File: config.mk
export PLATFORM = sky130hd
export DESIGN_NAME = xbus_measurement_message_parser
export DESIGN_NICKNAME = d
export VERILOG_FILES = /design/src/hdl/xmmp_pkg.sv /design/src/hdl/xbus_measurement_message_parser.sv
export SDC_FILE = /design/constraint.sdc
export NUM_CORES = 1
export LEC_CHECK = 0
export BUFFER_PORTS_ARGS = -buffer_cell sky130_fd_sc_hd__buf_2
export CORE_MARGIN = 2
export CORE_UTILIZATION = 54
export CTS_CLUSTER_SIZE = 16
export DETAILED_ROUTE_END_ITERATION = 12
export PLACE_DENSITY = 0.83
export SLEW_MARGIN = 0
export SYNTH_ARGS = -nofsm -noshare
export SYNTH_HDL_FRONTEND = slang
export SYNTH_SLANG_ARGS = --single-unit
File: constraint.sdc
create_clock -name clk -period 4.7 [get_ports clk]
set_input_delay 0.47 -clock clk [delete_from_list [all_inputs] [get_ports clk]]
set_output_delay 0.47 -clock clk [all_outputs]
set_load 0.01 [all_outputs]
File: src/hdl/xmmp_pkg.sv
`timescale 1ns / 1ps
// Package for the measurement message parser: parse phases, result codes
// and the known data identifier table. No dependencies.
package xmmp_pkg;

  // Parse phases
  localparam logic [2:0] PH_IDLE = 3'd0;
  localparam logic [2:0] PH_LEN  = 3'd1;
  localparam logic [2:0] PH_IDHI = 3'd2;
  localparam logic [2:0] PH_IDLO = 3'd3;
  localparam logic [2:0] PH_PLEN = 3'd4;
  localparam logic [2:0] PH_BODY = 3'd5;
  localparam logic [2:0] PH_CSUM = 3'd6;

  // Result kinds
  localparam logic KIND_VALUE  = 1'b0;
  localparam logic KIND_STATUS = 1'b1;

  // Status codes
  localparam logic [1:0] ST_OK      = 2'd0;
  localparam logic [1:0] ST_CSUM    = 2'd1;
  localparam logic [1:0] ST_OVERRUN = 2'd2;

  // Quantity codes, Q_NONE marks a packet that is skipped
  localparam logic [2:0] Q_LATLON   = 3'd0;
  localparam logic [2:0] Q_ALTITUDE = 3'd1;
  localparam logic [2:0] Q_VELOCITY = 3'd2;
  localparam logic [2:0] Q_ROT      = 3'd3;
  localparam logic [2:0] Q_EULER    = 3'd4;
  localparam logic [2:0] Q_PRESSURE = 3'd5;
  localparam logic [2:0] Q_ACCEL    = 3'd6;
  localparam logic [2:0] Q_NONE     = 3'd7;

  // Checksum seed
  localparam logic [7:0] SUM_SEED = 8'hFF;

  // Map a data identifier and packet length to a quantity code
  function automatic logic [2:0] lookup_quantity(input logic [15:0] id, input logic [7:0] len);
    logic [2:0] q;
    q = Q_NONE;
    if (id == 16'h5040 && len == 8'h08) q = Q_LATLON;
    if (id == 16'h5020 && len == 8'h04) q = Q_ALTITUDE;
    if (id == 16'hD010 && len == 8'h0C) q = Q_VELOCITY;
    if (id == 16'h8020 && len == 8'h0C) q = Q_ROT;
    if (id == 16'h2030 && len == 8'h0C) q = Q_EULER;
    if (id == 16'h3010 && len == 8'h04) q = Q_PRESSURE;
    if (id == 16'h4020 && len == 8'h0C) q = Q_ACCEL;
    return q;
  endfunction

endpackage

File: src/hdl/xbus_measurement_message_parser.sv
`timescale 1ns / 1ps
// Top level of the measurement message parser: byte stream in, decoded
// values and end-of-message status out. Depends on xmmp_pkg.

// The parser takes one message byte per cycle, with no gaps needed between
// bytes or messages, and passes each byte through an input register and one
// stage of parse logic into a result register. A value result is produced
// by the last byte of each 32-bit word of a known packet, a status result by
// the checksum byte; all other bytes produce nothing. A status of anything
// but ok means the values of that message should be discarded. Backpressure
// on the result side stalls the input only while the result register holds
// a result that has not been taken.
module xbus_measurement_message_parser (
  input  logic        clk,
  input  logic        rst,
  // input byte stream
  input  logic        s_axis_tvalid,
  output logic        s_axis_tready,
  input  logic [7:0]  s_axis_tdata,   // [7:0] data_byte
  input  logic        s_axis_tuser,   // [0] start_of_message
  // result stream
  output logic        m_axis_tvalid,
  input  logic        m_axis_tready,
  output logic [39:0] m_axis_tdata,   // [2:0] quantity, [4:3] axis_index,
                                      // [36:5] value_bits, [38:37] status, [39] zero
  output logic        m_axis_tuser    // [0] result_kind
);
  import xmmp_pkg::*;

  // Input register
  logic       in_valid;
  logic [7:0] in_byte;
  logic       in_sop;

  // Parser state
  logic [2:0]  phase;
  logic [7:0]  run_sum;
  logic [7:0]  pay_left;
  logic [15:0] pkt_id;
  logic [7:0]  pkt_left;
  logic [2:0]  pkt_q;
  logic [3:0]  body_idx;
  logic [31:0] word_acc;
  logic        overrun;

  logic [2:0]  phase_next;
  logic [7:0]  run_sum_next;
  logic [7:0]  pay_left_next;
  logic [15:0] pkt_id_next;
  logic [7:0]  pkt_left_next;
  logic [2:0]  pkt_q_next;
  logic [3:0]  body_idx_next;
  logic [31:0] word_acc_next;
  logic        overrun_next;

  // Result register
  logic        out_valid;
  logic        out_kind;
  logic [2:0]  out_quantity;
  logic [1:0]  out_axis;
  logic [31:0] out_value;
  logic [1:0]  out_status;

  logic        emit;
  logic        emit_kind;
  logic [2:0]  emit_quantity;
  logic [1:0]  emit_axis;
  logic [31:0] emit_value;
  logic [1:0]  emit_status;

  logic        advance;
  logic [7:0]  pay_dec;
  logic [7:0]  sum_add;

  // Handshake: parse stage moves when the result register can take a result
  assign advance       = in_valid && (!out_valid || m_axis_tready);
  assign s_axis_tready = !in_valid || advance;

  assign m_axis_tvalid = out_valid;
  assign m_axis_tuser  = out_kind;
  assign m_axis_tdata  = {1'b0, out_status, out_value, out_axis, out_quantity};

  // Input register
  always_ff @(posedge clk) begin
    if (rst) begin
      in_valid <= 1'b0;
    end else if (s_axis_tready) begin
      in_valid <= s_axis_tvalid;
    end
    if (s_axis_tready && s_axis_tvalid) begin
      in_byte <= s_axis_tdata;
      in_sop  <= s_axis_tuser;
    end
  end

  assign pay_dec = pay_left - 8'd1;
  assign sum_add = run_sum + in_byte;

  // Parse logic for one byte
  always_comb begin
    phase_next    = phase;
    run_sum_next  = run_sum;
    pay_left_next = pay_left;
    pkt_id_next   = pkt_id;
    pkt_left_next = pkt_left;
    pkt_q_next    = pkt_q;
    body_idx_next = body_idx;
    word_acc_next = word_acc;
    overrun_next  = overrun;
    emit          = 1'b0;
    emit_kind     = KIND_VALUE;
    emit_quantity = 3'd0;
    emit_axis     = 2'd0;
    emit_value    = 32'd0;
    emit_status   = ST_OK;

    if (in_sop) begin
      // message id byte: restart from any phase
      phase_next    = PH_LEN;
      run_sum_next  = SUM_SEED + in_byte;
      pay_left_next = 8'd0;
      pkt_id_next   = 16'd0;
      pkt_left_next = 8'd0;
      pkt_q_next    = Q_NONE;
      body_idx_next = 4'd0;
      word_acc_next = 32'd0;
      overrun_next  = 1'b0;
    end else if (phase != PH_IDLE) begin
      run_sum_next = sum_add;
      case (phase)
        PH_LEN: begin
          pay_left_next = in_byte;
          phase_next    = (in_byte == 8'd0) ? PH_CSUM : PH_IDHI;
        end
        PH_CSUM: begin
          emit       = 1'b1;
          emit_kind  = KIND_STATUS;
          if (sum_add != 8'd0) emit_status = ST_CSUM;
          else if (overrun)    emit_status = ST_OVERRUN;
          else                 emit_status = ST_OK;
          phase_next = PH_IDLE;
        end
        default: begin
          // payload byte
          pay_left_next = pay_dec;
          case (phase)
            PH_IDHI: begin
              pkt_id_next = {in_byte, 8'd0};
              phase_next  = PH_IDLO;
            end
            PH_IDLO: begin
              pkt_id_next = {pkt_id[15:8], in_byte};
              phase_next  = PH_PLEN;
            end
            PH_PLEN: begin
              if (in_byte > pay_dec) begin
                overrun_next  = 1'b1;
                pkt_q_next    = Q_NONE;
                pkt_left_next = pay_dec;
              end else begin
                pkt_q_next    = lookup_quantity(pkt_id, in_byte);
                pkt_left_next = in_byte;
              end
              body_idx_next = 4'd0;
              word_acc_next = 32'd0;
              phase_next    = (pkt_left_next == 8'd0) ? PH_IDHI : PH_BODY;
            end
            default: begin
              // packet body: assemble big-endian words
              word_acc_next = {word_acc[23:0], in_byte};
              if (pkt_q != Q_NONE && body_idx[1:0] == 2'd3) begin
                emit          = 1'b1;
                emit_kind     = KIND_VALUE;
                emit_quantity = pkt_q;
                emit_axis     = body_idx[3:2];
                emit_value    = word_acc_next;
              end
              body_idx_next = body_idx + 4'd1;
              pkt_left_next = pkt_left - 8'd1;
              if (pkt_left_next == 8'd0) phase_next = PH_IDHI;
            end
          endcase
          // end of payload: a packet still open means overrun
          if (pay_dec == 8'd0) begin
            if (phase_next != PH_IDHI) overrun_next = 1'b1;
            phase_next = PH_CSUM;
          end
        end
      endcase
    end
  end

  // Parser state registers
  always_ff @(posedge clk) begin
    if (rst) begin
      phase    <= PH_IDLE;
      run_sum  <= SUM_SEED;
      pay_left <= 8'd0;
      pkt_id   <= 16'd0;
      pkt_left <= 8'd0;
      pkt_q    <= Q_NONE;
      body_idx <= 4'd0;
      word_acc <= 32'd0;
      overrun  <= 1'b0;
    end else if (advance) begin
      phase    <= phase_next;
      run_sum  <= run_sum_next;
      pay_left <= pay_left_next;
      pkt_id   <= pkt_id_next;
      pkt_left <= pkt_left_next;
      pkt_q    <= pkt_q_next;
      body_idx <= body_idx_next;
      word_acc <= word_acc_next;
      overrun  <= overrun_next;
    end
  end

  // Result register
  always_ff @(posedge clk) begin
    if (rst) begin
      out_valid <= 1'b0;
    end else if (advance && emit) begin
      out_valid <= 1'b1;
    end else if (m_axis_tready) begin
      out_valid <= 1'b0;
    end
    if (advance && emit) begin
      out_kind     <= emit_kind;
      out_quantity <= emit_quantity;
      out_axis     <= emit_axis;
      out_value    <= emit_value;
      out_status   <= emit_status;
    end
  end

  // Assertions
  a_body_open: assert property (@(posedge clk) disable iff (rst)
    phase == PH_BODY |-> pkt_left != 8'd0)
    else $error("packet body phase with no bytes left");

  a_pkt_in_payload: assert property (@(posedge clk) disable iff (rst)
    phase == PH_BODY |-> pkt_left <= pay_left)
    else $error("packet extends past payload");

  a_payload_open: assert property (@(posedge clk) disable iff (rst)
    (phase == PH_IDHI || phase == PH_IDLO || phase == PH_PLEN || phase == PH_BODY)
      |-> pay_left != 8'd0)
    else $error("payload phase with no payload bytes left");

  a_value_fields: assert property (@(posedge clk) disable iff (rst)
    out_valid && out_kind == KIND_VALUE
      |-> out_quantity != Q_NONE && out_axis != 2'd3 && out_status == ST_OK)
    else $error("malformed value result");

  a_status_fields: assert property (@(posedge clk) disable iff (rst)
    out_valid && out_kind == KIND_STATUS
      |-> out_value == 32'd0 && out_quantity == 3'd0 && out_axis == 2'd0
          && out_status != 2'd3)
    else $error("malformed status result");

endmodule
==> results of run 1 <==
power breakdown:
group	switching, uW	internal [uW]	total (uW)	leakage, uW
Sequential	28.1	1150	1180	0.00110
Combinational	180	106	286	0.00133
Clock	536	761	1300	0.000280
cells in the final DEF, fill, tap and decap left out, drive strengths merged, types with 6 or more instances in the layout:
master and n:
nand2 101, dfxtp 77, a21oi 71, buf 65, nor2 62, edfxtp 49, and2 37, o21ai 31
inv 25, nor3 19, ha 19, nand3 18, clkbuf 18, xnor2 16, o211ai 14, nand2b 11
a211oi 10, nor4 9, a22oi 9, xor2 7, o22ai 6
synthesized netlist by cell type, drive strengths merged, types with 11 or more instances:
cell,instances
a21oi,71
and2,37
clkbuf,38
dfxtp,77
edfxtp,49
ha,19
inv,17
nand2,101
nand2b,11
nand3,18
nor2,62
nor3,19
o211ai,14
o21ai,31
xnor2,16
metal layers:
layer | vias to the layer above | track usage (%)
li1 | 2571 | -
met1 | 2568 | 33.1
met2 | 243 | 42.0
met3 | 32 | 5.33
met4 | 0 | 11.9
met5 | - | 0
through the flow:
stage | total power (uW) | cells
2_1_floorplan | 1410 | 697
3_3_place_gp | 1470 | 863
3_5_place_dp | 1480 | 863
4_1_cts | 2770 | 895
5_1_grt | 2850 | 895
6_report | 2760 | 895
state kept, by name, summed over array words and instances (netlist names):
signal and flops:
body_idx 4, m_axis_tvalid 1, run_sum 8, pay_left 8
pkt_id 16, m_axis_tuser 1, in_sop 1, in_valid 1
out_quantity 3, overrun 1, pkt_q 3, pkt_left 8
in_byte 8, out_status 2, out_axis 2, phase 3
word_acc 24, out_value 32
final cells by class:
class                           instances  area, um^2  share of cell area (%)
Inverter                               17        63.8                   0.885
Tap cell                              143         179                    2.48
Timing Repair Buffer                   65         353                    4.89
Multi-Input combinational cell        512        3020                    41.8
Clock inverter                         14         148                    2.05
Clock buffer                           18         439                    6.09
Sequential cell                       126        3010                    41.8
path summary, 6_finish.rpt:
check / start / endpoint / slack (ns) / depth (start not counted)
max: pay_left[0] / pkt_q[1] / 0.99 / 14
min: s_axis_tdata[3] / in_byte[3] / 0.22 / 1
max reg2reg: pay_left[0] / pkt_q[1] / 0.99 / 14
min reg2reg: pkt_id[9] / pkt_id[9] / 0.46 / 2
logic make-up after synthesis:
logic type,Yosys count
adder cells (fa/ha/maj),23
buffers and inverters,59
AND/OR/NAND/NOR,289
other,1
AO/OA/AOI/OAI,171
XOR/XNOR,23
multiplexers,5
flip-flops,126
worst max-delay path, cell delays in order (launching register included):
cell and delay (ns):
dfxtp_1 0.41, inv_1 0.13, ha_1 0.25, xor2_1 0.29, inv_1 0.11, ha_1 0.31, nand4_1 0.08, mux2i_1 0.14
a21oi_1 0.06, maj3_2 0.36, maj3_2 0.37, maj3_2 0.44, or3_1 0.41, o22ai_1 0.15, nand2_1 0.07
==> flow_summary_export.csv, run 1 <==
group,metric,value,unit
logic_synthesis,seq_area_frac_synth,48.3,%
logic_synthesis,syn_nets,730,
logic_synthesis,yosys.area_share.simple,22.5,%
timing,finalSetupViolCount,0,
clock_tree,cts_resized,0,
setup_path,worst_setup_path_end_kind,"flip-flop",
route,drtPass1Iterations,5,
clock_tree,clk_latency,0.42,ns
route,top_layer_used,"met4",
logic_synthesis,synth_top_area_share,24.7,%
place,gp_congestion,0.912,
logic_synthesis,synthAdderAreaFrac,4.68,%
global_route,grt_pass1_wl,25700,um
finish,layout-drive-gt1-share,14.8,%
finish,syn_to_final_growth,15.7,%
finish,final_util,63.7,%
logic_synthesis,synth_top_family_by_area,"simple AND/OR/NAND/NOR gates",
run,cap_violations,0,
logic_synthesis,yosys.area.top_type,"dfxtp_1",
global_route,antenna_found_initial,0,
setup_path,startpoint_type,"flip-flop",
logic_synthesis,netlist_area,6230,um^2
logic_synthesis,synth_edf_count,49,
route,routed_wl,15500,um
route,vias_per_cell,6.05,
route,first_iter_violations,560,
floorplanning,die_h,111,um
hold_path,min_path_type,"input port to flip-flop",
place,dp_hpwl,10100,um
place,pre_cts_ws,1.04,ns
clock_tree,cts_hold_buf,0,
clock_tree,h-tree-depth,4,
timing,drv_slew,0,
logic_synthesis,synth_compound_area_share,16.7,%
timing,rsz0062_at_grt,"false",
clock_tree,cts_buffer_depth,2,
setup_path,criticalPathCategory,"flip-flop to flip-flop",
setup_path,required,4.99,ns
logic_synthesis,async_reset_ff_share,0,%
power,power_density,382,nW/um^2
setup_path,arrival,4.00,ns
global_route,overflow,0,
route,wl_met1,6410,um
timing,fin_crit_sh,78.9,%
route,dr_wl_met3,1180,um
floorplanning,initial_core_util,55.1,%
route,wl_met2,7470,um
clock_tree,clk_transition_reported_paths,0.06,ns
finish,finalNetCount,772,
clock_tree,cts_setup_buffers,0,
floorplanning,io_pins,56,
finish,fill_cells,930,
power,leakagePower,0.00271,uW
logic_synthesis,ys_types,61,
place,portBuffers,54,
clock_tree,cts_tree,"built",
global_route,gr-usage-all-layers,25.7,%
floorplanning,rows,39,
route,vias,5414,
timing,min_period,3.71,ns
logic_synthesis,synth_ff_type,"dfxtp_1",
route,wl_per_cell,17.3,um
finish,n_antenna_cell,0,
setup_path,crit_path_max_fanout,16,
clock_tree,numCtsBuffers,17,
power,ir_drop,408,uV
global_route,grt_pass1_vias,5160,
logic_synthesis,yosys.area_share.xor_xnor,3.23,%
logic_synthesis,synth_mux_area_share,0.843,%
status,outcome,"completed",
timing,timing.fmax,270,MHz
timing,slew_headroom,22.0,%
logic_synthesis,synth.area.top_cells,"dfxtp_1, edfxtp_1, nand2_1",
clock_tree,clock_sink_count,126,
place,placed_area,6630,um^2
logic_synthesis,yosys_warnings,0,
timing,hold_viol,0,
clock_tree,root_buffer,"clkbuf_16",
timing,hold-worst-slack,0.224,ns
timing,timing.setup.tns,0,ns
timing,tightestPinTransition,1.16,ns
logic_synthesis,netlist_instances,697,
floorplanning,die-area,12400,um^2
route,antenna_left,0,
floorplanning,die_w,111,um
logic_synthesis,ys_ff_latch,126,
logic_synthesis,avgSynthCellArea,8.95,um^2
route,drcViolationCount,0,
global_route,grt_max_degree,41,
finish,stdcell_area,7210,um^2
timing,fin_ws,0.990,ns
floorplanning,core,11300,um^2
timing,clock_skew,0.00757,ns
Power figures use the tool's default switching activity.
==> run 2: changes to the inputs <==
--- a/config.mk
+++ b/config.mk
@@ -7,10 +7,10 @@
 export LEC_CHECK = 0
 export BUFFER_PORTS_ARGS = -buffer_cell sky130_fd_sc_hd__buf_2
 export CORE_MARGIN = 2
-export CORE_UTILIZATION = 54
+export CORE_UTILIZATION = 60
 export CTS_CLUSTER_SIZE = 16
 export DETAILED_ROUTE_END_ITERATION = 12
-export PLACE_DENSITY = 0.83
+export PLACE_DENSITY = 0.87
 export SLEW_MARGIN = 0
 export SYNTH_ARGS = -nofsm -noshare
 export SYNTH_HDL_FRONTEND = slang
==> constraint.sdc (replaced) <==
create_clock -name clk -period 3.5 [get_ports clk]
set_input_delay 0.35 -clock clk [delete_from_list [all_inputs] [get_ports clk]]
set_output_delay 0.35 -clock clk [all_outputs]
set_load 0.01 [all_outputs]
==> run 2 against run 1 <==
  * Critical path depth decreased by 2
  * Utilization is 9.2 points higher
  * Combinational power increased by 57%
  * Sequential power is 33% higher
  * Global-route usage grew 4.4 points
  * Hold slack worse by 0.16 ns
  * Critical endpoint is now pkt_q[2]
  * Highest routed layer unchanged
==> flow_summary_export.csv, run 2 (same netlist as run 1, synthesis figures left out) <==
group,metric,value,unit
status,outcome,"completed",
finish,finalNetCount,797,
setup_path,startpoint_type,"flip-flop",
power,p_comb_share,12.3,%
place,portBuffers,54,
setup_path,critPathLaunch,"pay_left[0]",
power,leakagePower,0.00284,uW
route,vias,5694,
setup_path,required,3.90,ns
setup_path,critical-path-max-stage-delay,0.38,ns
floorplanning,core,10200,um^2
timing,min_period,3.35,ns
timing,fin_ws,0.145,ns
global_route,gr-usage-all-layers,30.2,%
hold_path,min_path_type,"input port to flip-flop",
finish,largest_reg_flops,32,
power,switching_share,27.3,%
setup_path,path_depth,12,
timing,fin_crit_sh,95.8,%
route,antenna_left,0,
setup_path,worst_path_dominant_cell_family,"adder cells",
timing,hold_viol,0,
setup_path,crit_top_cell,"maj3_2",
setup_path,rr_startpoint,"pay_left[0]",
clock_tree,cts_tree,"built",
setup_path,crit_path_max_fanout,6,
finish,fill_cells,723,
route,wl_per_cell,17.7,um
route,vias_per_cell,6.24,
setup_path,cp_num_buf_inv,1,
timing,timing.setup.tns,0,ns
floorplanning,die_h,106,um
setup_path,arrival,3.75,ns
finish,layout-drive-gt1-share,17.0,%
global_route,antenna_found_initial,0,
global_route,grt_pass1_vias,5429,
power,power_density,490,nW/um^2
setup_path,criticalPathCategory,"flip-flop to flip-flop",
global_route,grt_max_degree,40,
route,routed_wl,16100,um
timing,drv_slew,0,
power,ir_drop,335,uV
finish,top_regs,"out_value: 32 flops, word_acc: 24 flops, pkt_id: 16 flops",
route,first_iter_violations,745,
place,dp_hpwl,10700,um
clock_tree,h-tree-depth,4,
floorplanning,initial_core_util,61.2,%
timing,timing.fmax,298,MHz
clock_tree,cts_buffer_depth,2,
timing,slew_headroom,45.2,%
setup_path,crit_chain,"buf_4, nor3_1, xnor2_1, ha_1, a211oi_1, a21oi_1, maj3_2, maj3_2, maj3_2, or3_1, o22ai_1, nand2_1",
finish,top_register,"out_value",
setup_path,crit_path_end,"pkt_q[2]",
clock_tree,numCtsBuffers,17,
timing,clock_skew,0.0102,ns
setup_path,cp_slowest_cell,"maj3_2",
floorplanning,die_w,106,um
clock_tree,root_buffer,"clkbuf_8",
floorplanning,die-area,11200,um^2
clock_tree,clk_latency,0.54,ns
setup_path,r2r_cells,12,
floorplanning,rows,37,
clock_tree,clk_transition_reported_paths,0.06,ns
setup_path,worstReg2RegEnd,"pkt_q[2]",
global_route,grt_pass1_wl,26400,um
finish,final_cell_mix,"nand2_1, dfxtp_1, a21oi_1, nor2_1, buf_2",
run,cap_violations,0,
route,drcViolationCount,0,
global_route,overflow,0,
setup_path,worst_setup_path_end_kind,"flip-flop",
place,gp_congestion,0.953,
power,seqPwrFrac,43.2,%
power,p_sw,994,uW
finish,final_util,72.9,%
finish,syn_to_final_growth,19.1,%
finish,layout_commonest_cell,"nand2_1",
clock_tree,clock_sink_count,126,
power,power.internal,2650,uW
route,drtPass1Iterations,8,
floorplanning,io_pins,56,
place,pre_cts_ws,0.124,ns
setup_path,r2r_slack,0.15,ns
power,p_clk_share,44.5,%
timing,tightestPinTransition,0.816,ns
hold_path,hold_path_depth,3,
timing,rsz0062_at_grt,"false",
timing,finalSetupViolCount,0,
power,total_power,3640,uW
finish,n_antenna_cell,0,
## run 2: how the worst min path moves through the flow
stage	from	to	slack (ns)
final	s_axis_tvalid	in_valid	0.06
after global routing	s_axis_tvalid	in_valid	0.07
after floorplan	pkt_id[11]	pkt_id[11]	0.43
after detailed placement	word_acc[18]	word_acc[18]	0.45
after CTS	s_axis_tvalid	in_valid	0.05
after global placement	pkt_id[10]	pkt_id[10]	0.44
## run 2: metal layers
layer	GRT usage (%)	share of wire, %	vias up
met3	6.93	8.4	56
met5	0	0	-
li1	-	-	2609
met4	14.8	3.8	0
met2	51.3	50	369
met1	36.0	38	2660
## run 2: repair_timing
| action | in CTS | in global routing |
|---|---|---|
| endpoints found under the setup margin | 0 | 12 |
| setup buffers | 0 | 0 |
| endpoints found under the hold margin | 9 | 0 |
| resized for setup | 0 | 7 |
| hold buffers | 9 | 0 |
## run 2: cell type report
cell class	instances	area [um^2]	area share, %
clock inverter	13	103	1.38
inverter	17	63.8	0.859
clock buffer	19	444	5.98
tap	136	170	2.29
timing repair buffer	90	563	7.58
sequential	126	3010	40.6
multi-input combinational	512	3070	41.3
## run 2: worst register-to-register path: stages, from the launching register on
cell and delay (ns):
dfxtp_1 0.31, buf_4 0.15, nor3_1 0.23, xnor2_1 0.18, ha_1 0.30, a211oi_1 0.26, a21oi_1 0.11, maj3_2 0.32
maj3_2 0.36, maj3_2 0.38, or3_1 0.38, o22ai_1 0.16, nand2_1 0.08
## run 2: through the flow
step                      instance area [um^2]  hold slack (ns)  std cells
after floorplan                           6240            0.432        697
after global placement                    6740            0.438        872
after detailed placement                  6740            0.449        872
after CTS                                 7370           0.0504        913
after global routing                      7420           0.0680        913
final                                     7420           0.0626        913
## run 2: power by group through the flow
stage          clock [uW]  sequential (uW)  combinational [uW]
6_report             1620             1570                 448
5_1_grt              1690             1570                 490
4_1_cts              1630             1570                 429
3_5_place_dp            0             1600                 415
3_3_place_gp            0             1600                 396
2_1_floorplan           0             1590                 298
